$ cat config.mk
export PLATFORM = sky130hd
export DESIGN_NAME = ibus_frame_decoder_top
export DESIGN_NICKNAME = d
export VERILOG_FILES = /design/src/design/ifd_pkg.sv /design/src/design/ifd_ram.sv /design/src/design/ifd_ingest.sv /design/src/design/ifd_drain.sv /design/src/design/ibus_frame_decoder_top.sv
export SDC_FILE = /design/constraint.sdc
export NUM_CORES = 1
export LEC_CHECK = 0
export ABC_AREA = 1
export BUFFER_PORTS_ARGS = -buffer_cell sky130_fd_sc_hd__buf_2
export CORE_MARGIN = 5
export CORE_UTILIZATION = 39
export DETAILED_ROUTE_END_ITERATION = 7
export GPL_TIMING_DRIVEN = 0
export PLACE_DENSITY_LB_ADDON = 0.12
export SLEW_MARGIN = 20
export SYNTH_ARGS = -nofsm -noshare
export SYNTH_HDL_FRONTEND = slang
export SYNTH_HIERARCHICAL = 1
export SYNTH_SLANG_ARGS = --single-unit
$ cat constraint.sdc
create_clock -name clk_i -period 5.6 [get_ports clk_i]
set_input_delay 0.84 -clock clk_i [delete_from_list [all_inputs] [get_ports clk_i]]
set_output_delay 0.84 -clock clk_i [all_outputs]
set_load 0.02 [all_outputs]
$ cat src/design/ifd_pkg.sv
// ----------------------------------------------------------------------------
// ifd_pkg
// Shared types and constants of the iBUS frame decoder.
// ----------------------------------------------------------------------------
package ifd_pkg;

  // Default geometry of a frame.
  localparam int unsigned DEF_CHANNELS    = 14;
  localparam int unsigned DEF_FRAME_BYTES = 32;

  // Fixed widths of the byte counter, channel index and words.
  localparam int unsigned POS_W   = 6;
  localparam int unsigned IDX_W   = 4;
  localparam int unsigned WORD_W  = 16;
  localparam int unsigned CFG_IDX_W = 1;

  // Reset values of the configuration registers.
  localparam logic [7:0] LENGTH_HDR_RESET  = 8'd32;
  localparam logic [7:0] COMMAND_HDR_RESET = 8'd64;

  // Register indexes of the configuration port.
  localparam logic [CFG_IDX_W-1:0] REG_LENGTH_HDR  = 1'b0;
  localparam logic [CFG_IDX_W-1:0] REG_COMMAND_HDR = 1'b1;

  typedef enum logic [1:0] {
    ST_OK       = 2'd0,
    ST_LENGTH   = 2'd1,
    ST_HEADER   = 2'd2,
    ST_CHECKSUM = 2'd3
  } ifd_status_e;

  typedef enum logic [1:0] {
    DR_IDLE,
    DR_FETCH,
    DR_SHOW
  } ifd_drain_state_e;

  typedef struct packed {
    logic [7:0] frame_byte;
    logic       end_of_frame;
  } ifd_in_t;

  typedef struct packed {
    logic [1:0]        status;
    logic [IDX_W-1:0]  channel_index;
    logic [WORD_W-1:0] channel_value;
    logic              last_result;
  } ifd_out_t;

  // Outcome of a frame, handed from the byte stage to the result sequencer.
  typedef struct packed {
    logic        valid;
    ifd_status_e status;
  } ifd_verdict_t;

endpackage

$ cat src/design/ifd_ram.sv
// ----------------------------------------------------------------------------
// ifd_ram
// Generic single-write, single-read RAM with a registered read port.
// ----------------------------------------------------------------------------
module ifd_ram #(
  parameter int unsigned WIDTH = 16,
  parameter int unsigned DEPTH = 14,
  parameter int unsigned AW    = (DEPTH > 1) ? $clog2(DEPTH) : 1
) (
  input  logic             clk_i,
  input  logic             we_i,
  input  logic [AW-1:0]    waddr_i,
  input  logic [WIDTH-1:0] wdata_i,
  input  logic             re_i,
  input  logic [AW-1:0]    raddr_i,
  output logic [WIDTH-1:0] rdata_o
);

  logic [WIDTH-1:0] mem_q [DEPTH];
  logic [WIDTH-1:0] rdata_q;

  always_ff @(posedge clk_i) begin
    if (we_i) begin
      mem_q[waddr_i] <= wdata_i;
    end
    if (re_i) begin
      rdata_q <= mem_q[raddr_i];
    end
  end

  assign rdata_o = rdata_q;

endmodule

$ cat src/design/ifd_ingest.sv
// ----------------------------------------------------------------------------
// ifd_ingest
// Byte stage: counts bytes, sums, checks length, headers and checksum, writes channel words.
// ----------------------------------------------------------------------------
module ifd_ingest #(
  parameter int unsigned CHANNELS    = ifd_pkg::DEF_CHANNELS,
  parameter int unsigned FRAME_BYTES = ifd_pkg::DEF_FRAME_BYTES,
  parameter int unsigned AW          = (CHANNELS > 1) ? $clog2(CHANNELS) : 1
) (
  input  logic                  clk_i,
  input  logic                  rst_ni,
  input  logic                  accept_i,
  input  ifd_pkg::ifd_in_t      item_i,
  input  logic [7:0]            length_hdr_i,
  input  logic [7:0]            command_hdr_i,
  output logic                  wr_en_o,
  output logic [AW-1:0]         wr_addr_o,
  output logic [ifd_pkg::WORD_W-1:0] wr_data_o,
  output ifd_pkg::ifd_verdict_t verdict_o
);
  import ifd_pkg::*;

  localparam logic [POS_W-1:0]   FB_POS  = POS_W'(FRAME_BYTES);
  localparam logic [POS_W-1:0]   SUM_END = POS_W'(FRAME_BYTES - 2);
  localparam logic [POS_W-1:0]   POS_MAX = POS_W'(FRAME_BYTES + 1);
  localparam logic [POS_W-2:0]   CH_LIM  = (POS_W - 1)'(CHANNELS);

  logic [POS_W-1:0]  pos_q, pos_d, pos_u;
  logic [WORD_W-1:0] sum_q, sum_d, sum_u;
  logic              hdr_q, hdr_d, hdr_u;
  logic [7:0]        low_q, low_d;
  logic [WORD_W-1:0] cks_q, cks_d, cks_u;
  logic [POS_W-1:0]  ch_off;
  logic [POS_W-2:0]  ch_num;
  logic [7:0]        b;

  assign b      = item_i.frame_byte;
  assign ch_off = pos_q - POS_W'(2);
  assign ch_num = ch_off[POS_W-1:1];

  always_comb begin
    pos_u     = pos_q;
    sum_u     = sum_q;
    hdr_u     = hdr_q;
    low_d     = low_q;
    cks_u     = cks_q;
    wr_en_o   = 1'b0;
    wr_addr_o = ch_num[AW-1:0];
    wr_data_o = {b, low_q};
    verdict_o = '{valid: 1'b0, status: ST_OK};

    if (pos_q < FB_POS) begin
      if (pos_q == POS_W'(0) && b != length_hdr_i) begin
        hdr_u = 1'b1;
      end
      if (pos_q == POS_W'(1) && b != command_hdr_i) begin
        hdr_u = 1'b1;
      end
      if (pos_q < SUM_END) begin
        sum_u = sum_q + WORD_W'(b);
        if (pos_q >= POS_W'(2) && ch_num < CH_LIM) begin
          if (!ch_off[0]) begin
            low_d = b;
          end else begin
            wr_en_o = accept_i;
          end
        end
      end else if (pos_q == SUM_END) begin
        cks_u = {cks_q[15:8], b};
      end else begin
        cks_u = {b, cks_q[7:0]};
      end
    end
    pos_u = (pos_q == POS_MAX) ? POS_MAX : pos_q + POS_W'(1);

    // Checks in priority order: length, header, then checksum.
    if (pos_u != FB_POS) begin
      verdict_o.status = ST_LENGTH;
    end else if (hdr_u) begin
      verdict_o.status = ST_HEADER;
    end else if (~sum_u != cks_u) begin
      verdict_o.status = ST_CHECKSUM;
    end
    verdict_o.valid = accept_i && item_i.end_of_frame;

    if (!accept_i) begin
      pos_d = pos_q;
      sum_d = sum_q;
      hdr_d = hdr_q;
      low_d = low_q;
      cks_d = cks_q;
    end else if (item_i.end_of_frame) begin
      pos_d = '0;
      sum_d = '0;
      hdr_d = 1'b0;
      low_d = '0;
      cks_d = '0;
    end else begin
      pos_d = pos_u;
      sum_d = sum_u;
      hdr_d = hdr_u;
      cks_d = cks_u;
    end
  end

  always_ff @(posedge clk_i or negedge rst_ni) begin
    if (!rst_ni) begin
      pos_q <= '0;
      sum_q <= '0;
      hdr_q <= 1'b0;
      low_q <= '0;
      cks_q <= '0;
    end else begin
      pos_q <= pos_d;
      sum_q <= sum_d;
      hdr_q <= hdr_d;
      low_q <= low_d;
      cks_q <= cks_d;
    end
  end

endmodule

$ cat src/design/ifd_drain.sv
// ----------------------------------------------------------------------------
// ifd_drain
// Result sequencer: reads the channel store back and presents results.
// ----------------------------------------------------------------------------
module ifd_drain #(
  parameter int unsigned CHANNELS    = ifd_pkg::DEF_CHANNELS,
  parameter int unsigned FRAME_BYTES = ifd_pkg::DEF_FRAME_BYTES,
  parameter int unsigned AW          = (CHANNELS > 1) ? $clog2(CHANNELS) : 1
) (
  input  logic                  clk_i,
  input  logic                  rst_ni,
  input  ifd_pkg::ifd_verdict_t verdict_i,
  output logic                  busy_o,
  output logic                  rd_en_o,
  output logic [AW-1:0]         rd_addr_o,
  input  logic [ifd_pkg::WORD_W-1:0] rd_data_i,
  output logic                  out_valid_o,
  input  logic                  out_ready_i,
  output ifd_pkg::ifd_out_t     out_data_o
);
  import ifd_pkg::*;

  localparam logic [IDX_W-1:0] LAST_CH = IDX_W'(CHANNELS - 1);
  localparam logic [IDX_W+2:0] FB_LIM  = (IDX_W + 3)'(FRAME_BYTES);

  ifd_drain_state_e state_q, state_d;
  logic [IDX_W-1:0] ch_q, ch_d;
  ifd_out_t         out_q, out_d;
  logic             in_frame;

  // A channel whose word would overlap the checksum field reads as zero.
  assign in_frame = ({2'b00, ch_q, 1'b0} + (IDX_W + 3)'(6)) <= FB_LIM;

  always_comb begin
    state_d   = state_q;
    ch_d      = ch_q;
    out_d     = out_q;
    rd_en_o   = 1'b0;
    rd_addr_o = ch_q[AW-1:0];

    case (state_q)
      DR_IDLE: begin
        if (verdict_i.valid) begin
          if (verdict_i.status == ST_OK) begin
            ch_d      = '0;
            rd_en_o   = 1'b1;
            rd_addr_o = '0;
            state_d   = DR_FETCH;
          end else begin
            out_d   = '{status: verdict_i.status, channel_index: '0,
                        channel_value: '0, last_result: 1'b1};
            state_d = DR_SHOW;
          end
        end
      end
      DR_FETCH: begin
        out_d   = '{status: ST_OK, channel_index: ch_q,
                    channel_value: in_frame ? rd_data_i : '0,
                    last_result: ch_q == LAST_CH};
        state_d = DR_SHOW;
      end
      DR_SHOW: begin
        if (out_ready_i) begin
          if (out_q.last_result) begin
            state_d = DR_IDLE;
          end else begin
            ch_d      = ch_q + IDX_W'(1);
            rd_en_o   = 1'b1;
            rd_addr_o = ch_d[AW-1:0];
            state_d   = DR_FETCH;
          end
        end
      end
      default: begin
        state_d = DR_IDLE;
      end
    endcase
  end

  always_ff @(posedge clk_i or negedge rst_ni) begin
    if (!rst_ni) begin
      state_q <= DR_IDLE;
      ch_q    <= '0;
    end else begin
      state_q <= state_d;
      ch_q    <= ch_d;
    end
  end

  always_ff @(posedge clk_i) begin
    out_q <= out_d;
  end

  assign busy_o      = state_q != DR_IDLE;
  assign out_valid_o = state_q == DR_SHOW;
  assign out_data_o  = out_q;

endmodule

$ cat src/design/ibus_frame_decoder_top.sv
// ----------------------------------------------------------------------------
// ibus_frame_decoder_top
// iBUS receiver frame decoder: bytes in, fourteen channel results out.
// ----------------------------------------------------------------------------
// The decoder takes one frame byte per input item, with end_of_frame set on
// the frame's final byte. Bytes are taken at one per clock while no results
// are pending; a non-final byte causes no result. On the final byte the frame
// is checked for length, then both header bytes against the two configuration
// registers, then the checksum (0xFFFF minus the sum of the first
// FRAME_BYTES-2 bytes against the little-endian word in the last two bytes).
// A failed check gives one error result with last_result set. A good frame
// gives CHANNELS results, one per channel, read back from the channel store
// RAM; each result is read from the RAM and then held on the output until
// the consumer raises out_ready_i, and in_ready_o stays low until the
// frame's last result has been taken. Channel words are written
// into the store as their high byte arrives, so the store and the result
// readout never touch the RAM in the same cycle. Configuration writes are
// always accepted and should be made only while the decoder is idle.
// ----------------------------------------------------------------------------
module ibus_frame_decoder_top #(
  parameter int unsigned CHANNELS    = ifd_pkg::DEF_CHANNELS,
  parameter int unsigned FRAME_BYTES = ifd_pkg::DEF_FRAME_BYTES
) (
  input  logic                            clk_i,
  input  logic                            rst_ni,
  input  logic                            in_valid_i,
  output logic                            in_ready_o,
  input  ifd_pkg::ifd_in_t                in_data_i,
  output logic                            out_valid_o,
  input  logic                            out_ready_i,
  output ifd_pkg::ifd_out_t               out_data_o,
  input  logic                            cfg_valid_i,
  output logic                            cfg_ready_o,
  input  logic [ifd_pkg::CFG_IDX_W-1:0]   cfg_index_i,
  input  logic [7:0]                      cfg_data_i
);
  import ifd_pkg::*;

  localparam int unsigned AW = (CHANNELS > 1) ? $clog2(CHANNELS) : 1;

  logic [7:0]        length_hdr_q;
  logic [7:0]        command_hdr_q;
  logic              accept;
  logic              busy;
  logic              wr_en;
  logic [AW-1:0]     wr_addr;
  logic [WORD_W-1:0] wr_data;
  logic              rd_en;
  logic [AW-1:0]     rd_addr;
  logic [WORD_W-1:0] rd_data;
  ifd_verdict_t      verdict;

  // Configuration registers: the expected length and command header bytes.
  assign cfg_ready_o = 1'b1;

  always_ff @(posedge clk_i or negedge rst_ni) begin
    if (!rst_ni) begin
      length_hdr_q  <= LENGTH_HDR_RESET;
      command_hdr_q <= COMMAND_HDR_RESET;
    end else if (cfg_valid_i) begin
      case (cfg_index_i)
        REG_LENGTH_HDR:  length_hdr_q  <= cfg_data_i;
        REG_COMMAND_HDR: command_hdr_q <= cfg_data_i;
        default: begin
        end
      endcase
    end
  end

  // Bytes are held off while a frame's results are still being delivered.
  assign in_ready_o = !busy;
  assign accept     = in_valid_i && in_ready_o;

  ifd_ingest #(
    .CHANNELS    (CHANNELS),
    .FRAME_BYTES (FRAME_BYTES),
    .AW          (AW)
  ) u_ingest (
    .clk_i         (clk_i),
    .rst_ni        (rst_ni),
    .accept_i      (accept),
    .item_i        (in_data_i),
    .length_hdr_i  (length_hdr_q),
    .command_hdr_i (command_hdr_q),
    .wr_en_o       (wr_en),
    .wr_addr_o     (wr_addr),
    .wr_data_o     (wr_data),
    .verdict_o     (verdict)
  );

  // Channel store: one 16-bit word per channel.
  ifd_ram #(
    .WIDTH (WORD_W),
    .DEPTH (CHANNELS),
    .AW    (AW)
  ) u_store (
    .clk_i   (clk_i),
    .we_i    (wr_en),
    .waddr_i (wr_addr),
    .wdata_i (wr_data),
    .re_i    (rd_en),
    .raddr_i (rd_addr),
    .rdata_o (rd_data)
  );

  ifd_drain #(
    .CHANNELS    (CHANNELS),
    .FRAME_BYTES (FRAME_BYTES),
    .AW          (AW)
  ) u_drain (
    .clk_i       (clk_i),
    .rst_ni      (rst_ni),
    .verdict_i   (verdict),
    .busy_o      (busy),
    .rd_en_o     (rd_en),
    .rd_addr_o   (rd_addr),
    .rd_data_i   (rd_data),
    .out_valid_o (out_valid_o),
    .out_ready_i (out_ready_i),
    .out_data_o  (out_data_o)
  );

endmodule
* Yosys cells after proc, flatten, opt, wreduce, memory -nomap -nowiden
Memory sizes are Yosys's and may differ from the RTL's. A register that Yosys moved wholly into a read port is not among the register bits. Cells that the tools add are included.
Cells by class: add/subtract/negate cells 5, $mul 0, div/mod/pow operators 0, magnitude comparators 5, eq/ne operators 14, shift-type cells 0, multiplexer cells 46, bitwise operators 2, reduce and logical (&&, ||, !) cells 19
Operators with widths (count):
- two-way mux 16 bit | 8
- two-way mux 23 bit | 2
- one-hot mux 23 bit (2 select lines) | 1
- two-way mux 8 bit | 5
- adder 16 x 8 -> 16 bit | 1
- two-way mux 4 bit | 4
- != test 16 bit | 1
- != test 8 bit | 2
- NOT 16 bit | 1
- two-way mux 1 bit | 15
- two-way mux 2 bit | 6
- two-way mux 6 bit | 2
- nonzero test 2 bit | 5
- one-hot mux 4 bit (2 select lines) | 1
- less-or-equal comparator 7 x 6 -> 1 bit, second input constant | 1
- adder 5 x 3 -> 6 bit, second input constant | 1
- adder 6 x 1 -> 6 bit, second input constant | 1
- == test 6 x 1 -> 1 bit, second input constant | 1
- == test 6 x 5 -> 1 bit, second input constant | 1
- == test 6 bit, second input constant | 1
- >= comparator 6 x 2 -> 1 bit, second input constant | 1
- logical NOT 6 bit | 1
- < comparator 6 x 5 -> 1 bit, second input constant | 1
- < comparator 6 bit, second input constant | 1
- other kinds (18) | 27
Storage, ports and cells: bits in registers 92, bits in latches 0, bits in writable memories 224, ROM bits 0, input bits 23, output and inout bits 26, logic and storage cells 105, memories 1
Memories:
- u_store.mem_q | depth 14, bits a word 16, rd ports 1, clocked after memory_dff 1, write ports 1, line ifd_ram.sv:19 | logic [WIDTH-1:0] mem_q [DEPTH];

* Depth between registers and ports, before layout
depth in word-level cells 12, depth in mapped cells 32, gate-level depth less buffers 31

* By module
Netlist, hierarchy kept.
By module, submodules not included:
- ifd_ram | instances 1, cells an instance 883, area each 9902.0 µm²
- ifd_ingest | instances 1, cells an instance 569, area each 3797.4 µm²
- ifd_drain | instances 1, cells an instance 133, area each 1422.6 µm²
- ibus_frame_decoder_top | instances 1, cells an instance 75, area each 688.2 µm²

* Worst setup path before layout
No wires, ideal clock.
path kind in2reg, from in in_data_i[1] (netlist bit), to reg u_store.rdata_q[0], in the netlist u_store/rdata_o[0] (read register of u_store.mem_q), enable pin, setup time 0.414 ns, data arrival time 4.048 ns, data required time 5.186 ns, path slack 1.137 ns, cell stages on the path 20, path buffers 0, cell sequence ha_1 -> inv_1 -> fa_1 -> inv_1 -> nand2_1 -> nand2_1 -> nand3_1 -> nand2_1 -> nand3_1 -> nand2_1 -> nand2_1 -> nand2_1 -> nand3_1 -> nor2_1 -> nand3_1 -> nor2_1 -> nor2_1 -> inv_1 -> nand3_1 -> o31ai_1
RTL lines:
- start: declaration | line ibus_frame_decoder_top.sv:28 | input ifd_pkg::ifd_in_t in_data_i,
- end: declaration | line ifd_ram.sv:20 | logic [WIDTH-1:0] rdata_q;

==> flow_metrics.py <==
metrics = {
    "floorplan": {
        "io_pins": 49,
        "die_w_um": 211,
        "die_height_um": 211,
        "die_area_um2": 44700,
        "core_um2": 39900,
        "start_util_pct": 39.6,
        "rows": 73,
    },
    "global_routing": {
        "gr-usage-met2_pct": 30.8,
        "grt-ovfl-total": 0,
        "grt_util_met1_pct": 25.2,
        "top_usage_layer": "met2",
        "grt_pass1_vias": 10941,
        "grt_util_met3_pct": 3.42,
        "grt_first_pass_wirelength_um": 64100,
        "antenna_found_initial": 0,
        "grt_max_degree": 40,
        "grt_usage_pct": 18.7,
    },
    "layout": {
        "antenna_cells": 0,
        "fillers": 3773,
        "nets": 1801,
        "final_cell_mix": "553 x nand2_1, 263 x edfxtp_1, 219 x inv_1",
        "layout-drive-gt1-share_pct": 13.6,
        "syn_to_final_growth_pct": 14.8,
        "fin_util_pct": 45.5,
        "mostFrequentLayoutCell": "nand2_1",
    },
    "critical_path": {
        "timing_worst_setup_path_type": "in -> reg",
        "crit_path_start_kind": "primary input",
        "reg2reg_from": "u_ingest/sum_q[0]$_DFFE_PN0P_",
        "cp_slowest_cell": "clkbuf_1",
        "cp.required_ns": 5.89,
        "worst-path-stages": 30,
        "cpPeakStageDelay_ns": 0.61,
        "arrival_ns": 5.54,
        "path_delay_family": "simple AND/OR/NAND/NOR gates",
        "ff2ff_setup_slack_ns": 0.56,
        "path_common_cell": "nand2_1",
        "path_max_fanout": 10,
        "end_kind": "flop",
        "r2r_end": "u_store/rdata_o[7]$_DFFE_PP_",
        "r2r_cells": 29,
        "cp_num_buf_inv": 8,
    },
    "hold_path": {
        "hold_path.class": "in -> async",
    },
    "sta": {
        "tightest_slew_ns": 0.892,
        "finalSetupViolCount": 0,
        "slew_violations": 0,
        "slew_headroom_pct": 40.5,
        "rsz0062_at_grt": "false",
        "clock_skew_ns": 0.0267,
        "setup_ws_ns": 0.344,
        "fmax_mhz": 190,
        "fin_crit_sh_pct": 93.9,
        "hold_viol": 0,
        "fin_crit_ns": 5.26,
    },
    "logic_synthesis": {
        "ys_async_sr_fraction_pct": 20.8,
        "synth_nets": 1701,
        "synthCells": 1660,
        "netlist_area_um2": 15800,
        "avgSynthCellArea_um2": 9.52,
        "yosysSeqAreaShare_pct": 60.9,
        "ys_types": 43,
        "synth_ff_type": "edfxtp_1",
        "synth_edf_count": 263,
        "ys_seq_elements": 332,
        "yosys_warnings": 6,
    },
    "clock_tree": {
        "insertion_delay_ns": 0.56,
        "cts.reportedPaths.clkPinSlew_ns": 0.06,
        "cts_buffers": 39,
        "clock_sinks": 332,
        "h-tree-depth": 2,
        "cts_tree": "yes",
        "cts-root-buf": "clkbuf_16",
        "clk_path_buf_depth": 3,
    },
    "routing": {
        "wl_um": 41600,
        "routed_via_density": 4.89,
        "antenna_left": 0,
        "drt_iter0_drc": 713,
        "drt_first_pass_iters": 5,
        "wire_per_inst_um": 18.0,
        "vias": 11323,
        "drc_errors": 0,
    },
    "placement": {
        "place.port_buffers": 45,
        "dpl.hpwl_um": 28600,
        "routabilityCongestion": 0.865,
        "place_ws_ns": -0.0779,
    },
    "power": {
        "leakage_nw": 8.11,
        "powerDensity_nw_per_um2": 352,
        "total_power_mw": 6.40,
        "peakVddDrop_v": 0.000245,
    },
    "job": {
        "max-cap-violations": 0,
    },
    "status": {
        "status": "finished clean",
    },
}
[report_power, final]
part           switching (mW)  internal [mW]  leakage [nW]
Combinational           0.695          0.334          4.18
Sequential              0.124           2.82          3.34
Clock                    1.02           1.40         0.590
[how the worst max path moves through the flow]
| stage | from | endpoint | slack (ns) |
|---|---|---|---|
| final | in_data_i[1] | u_store/rdata_o[7]$_DFFE_PP_ | 0.34 |
| after CTS | in_data_i[1] | u_store/rdata_o[7]$_DFFE_PP_ | 0.52 |
| after detailed placement | in_data_i[1] | u_store/rdata_o[7]$_DFFE_PP_ | -0.08 |
| after global routing | in_data_i[1] | u_store/rdata_o[8]$_DFFE_PP_ | 0.0004 |
| after global placement | in_data_i[1] | u_store/rdata_o[3]$_DFFE_PP_ | -0.35 |
| after floorplan | in_data_i[1] | u_store/rdata_o[0]$_DFFE_PP_ | 1.14 |
[cells by family after synthesis]
group | Yosys count | synth area share (%)
buffers and inverters | 306 | 8.60
AND/OR/NAND/NOR | 880 | 24.2
AO/OA/AOI/OAI | 109 | 4.04
XOR/XNOR | 14 | 0.776
flip-flops | 332 | 60.9
other | 1 | 0.0237
adder cells (fa/ha/maj) | 18 | 1.47
[metrics by stage]
stage | setup TNS, ns | hold WS (ns) | area, um2 | std cells
6_report | 0 | 0.220 | 18200 | 2314
3_3_place_gp | -5.50 | 0.462 | 16700 | 2230
2_1_floorplan | 0 | 0.449 | 15800 | 1660
4_1_cts | 0 | 0.213 | 18200 | 2314
3_5_place_dp | -0.203 | 0.463 | 17000 | 2244
5_1_grt | 0 | 0.233 | 18200 | 2314
[sequential cells by signal, indices dropped and copies added, names as in the netlist]
register,count
length_hdr_q,8
u_store/mem_q,224
u_ingest/low_q,8
u_ingest/sum_q,16
u_drain/out_data_o,23
command_hdr_q,8
u_drain/ch_q,4
u_store/rdata_o,16
u_ingest/hdr_q,1
u_ingest/cks_q,16
u_drain/state_q,2
u_ingest/pos_q,6
[repair_timing]
| action | CTS | global route |
|---|---|---|
| endpoints found under the setup margin | 0 | 1 |
| setup buffers | 0 | 0 |
| gates resized for setup | 0 | 1 |
| hold buffers | 0 | 0 |
[cells in the mapped netlist, types with 3 or more instances]
library cell,n,area [um2]
o21ai_2,4,35.0
or2_2,10,62.6
a21oi_1,30,150
edfxtp_1,263,7900
xnor2_1,10,87.6
clkbuf_1,14,52.6
dfrtp_1,67,1680
buf_4,21,158
nand2_4,4,45.0
nand4_1,8,50.1
o21ai_0,16,80.1
inv_1,219,822
ha_1,17,213
o21ai_1,15,75.1
inv_2,11,41.3
nand2_2,7,43.8
nand3b_1,3,22.5
nor2_1,57,214
nor2_4,13,146
nor3_1,3,15.0
buf_1,7,26.3
nand3_1,214,1070
buf_6,11,124
buf_2,21,105
xor2_1,4,35.0
o22ai_1,37,231
nand2_1,553,2080
[metal layers]
| layer | wire length (um) | up-vias |
|---|---|---|
| met1 | 18500 | 5360 |
| met3 | 2140 | 61 |
| li1 | - | 5627 |
| met5 | 0 | - |
| met4 | 1330 | 0 |
| met2 | 19700 | 275 |
[area by class of cell]
class | instances | area (um2) | share of cell area (%)
sequential | 332 | 9630 | 53.0
multi-input combinational | 1022 | 4880 | 26.9
clock buffer | 50 | 1030 | 5.66
inverter | 231 | 875 | 4.82
tap | 525 | 657 | 3.62
buffer | 75 | 487 | 2.68
timing repair buffer | 59 | 428 | 2.36
clock inverter | 20 | 178 | 0.978
[worst reg2reg max path: cells and delay by family, from the launching register on]
kind,cells,cell delay [ns]
compound gates,1,0.24
simple gates,19,2.36
fa+ha+maj,2,0.62
buf+inv,7,1.22
flops,1,0.35
Note: power is estimated with default switching activity, not from simulation.
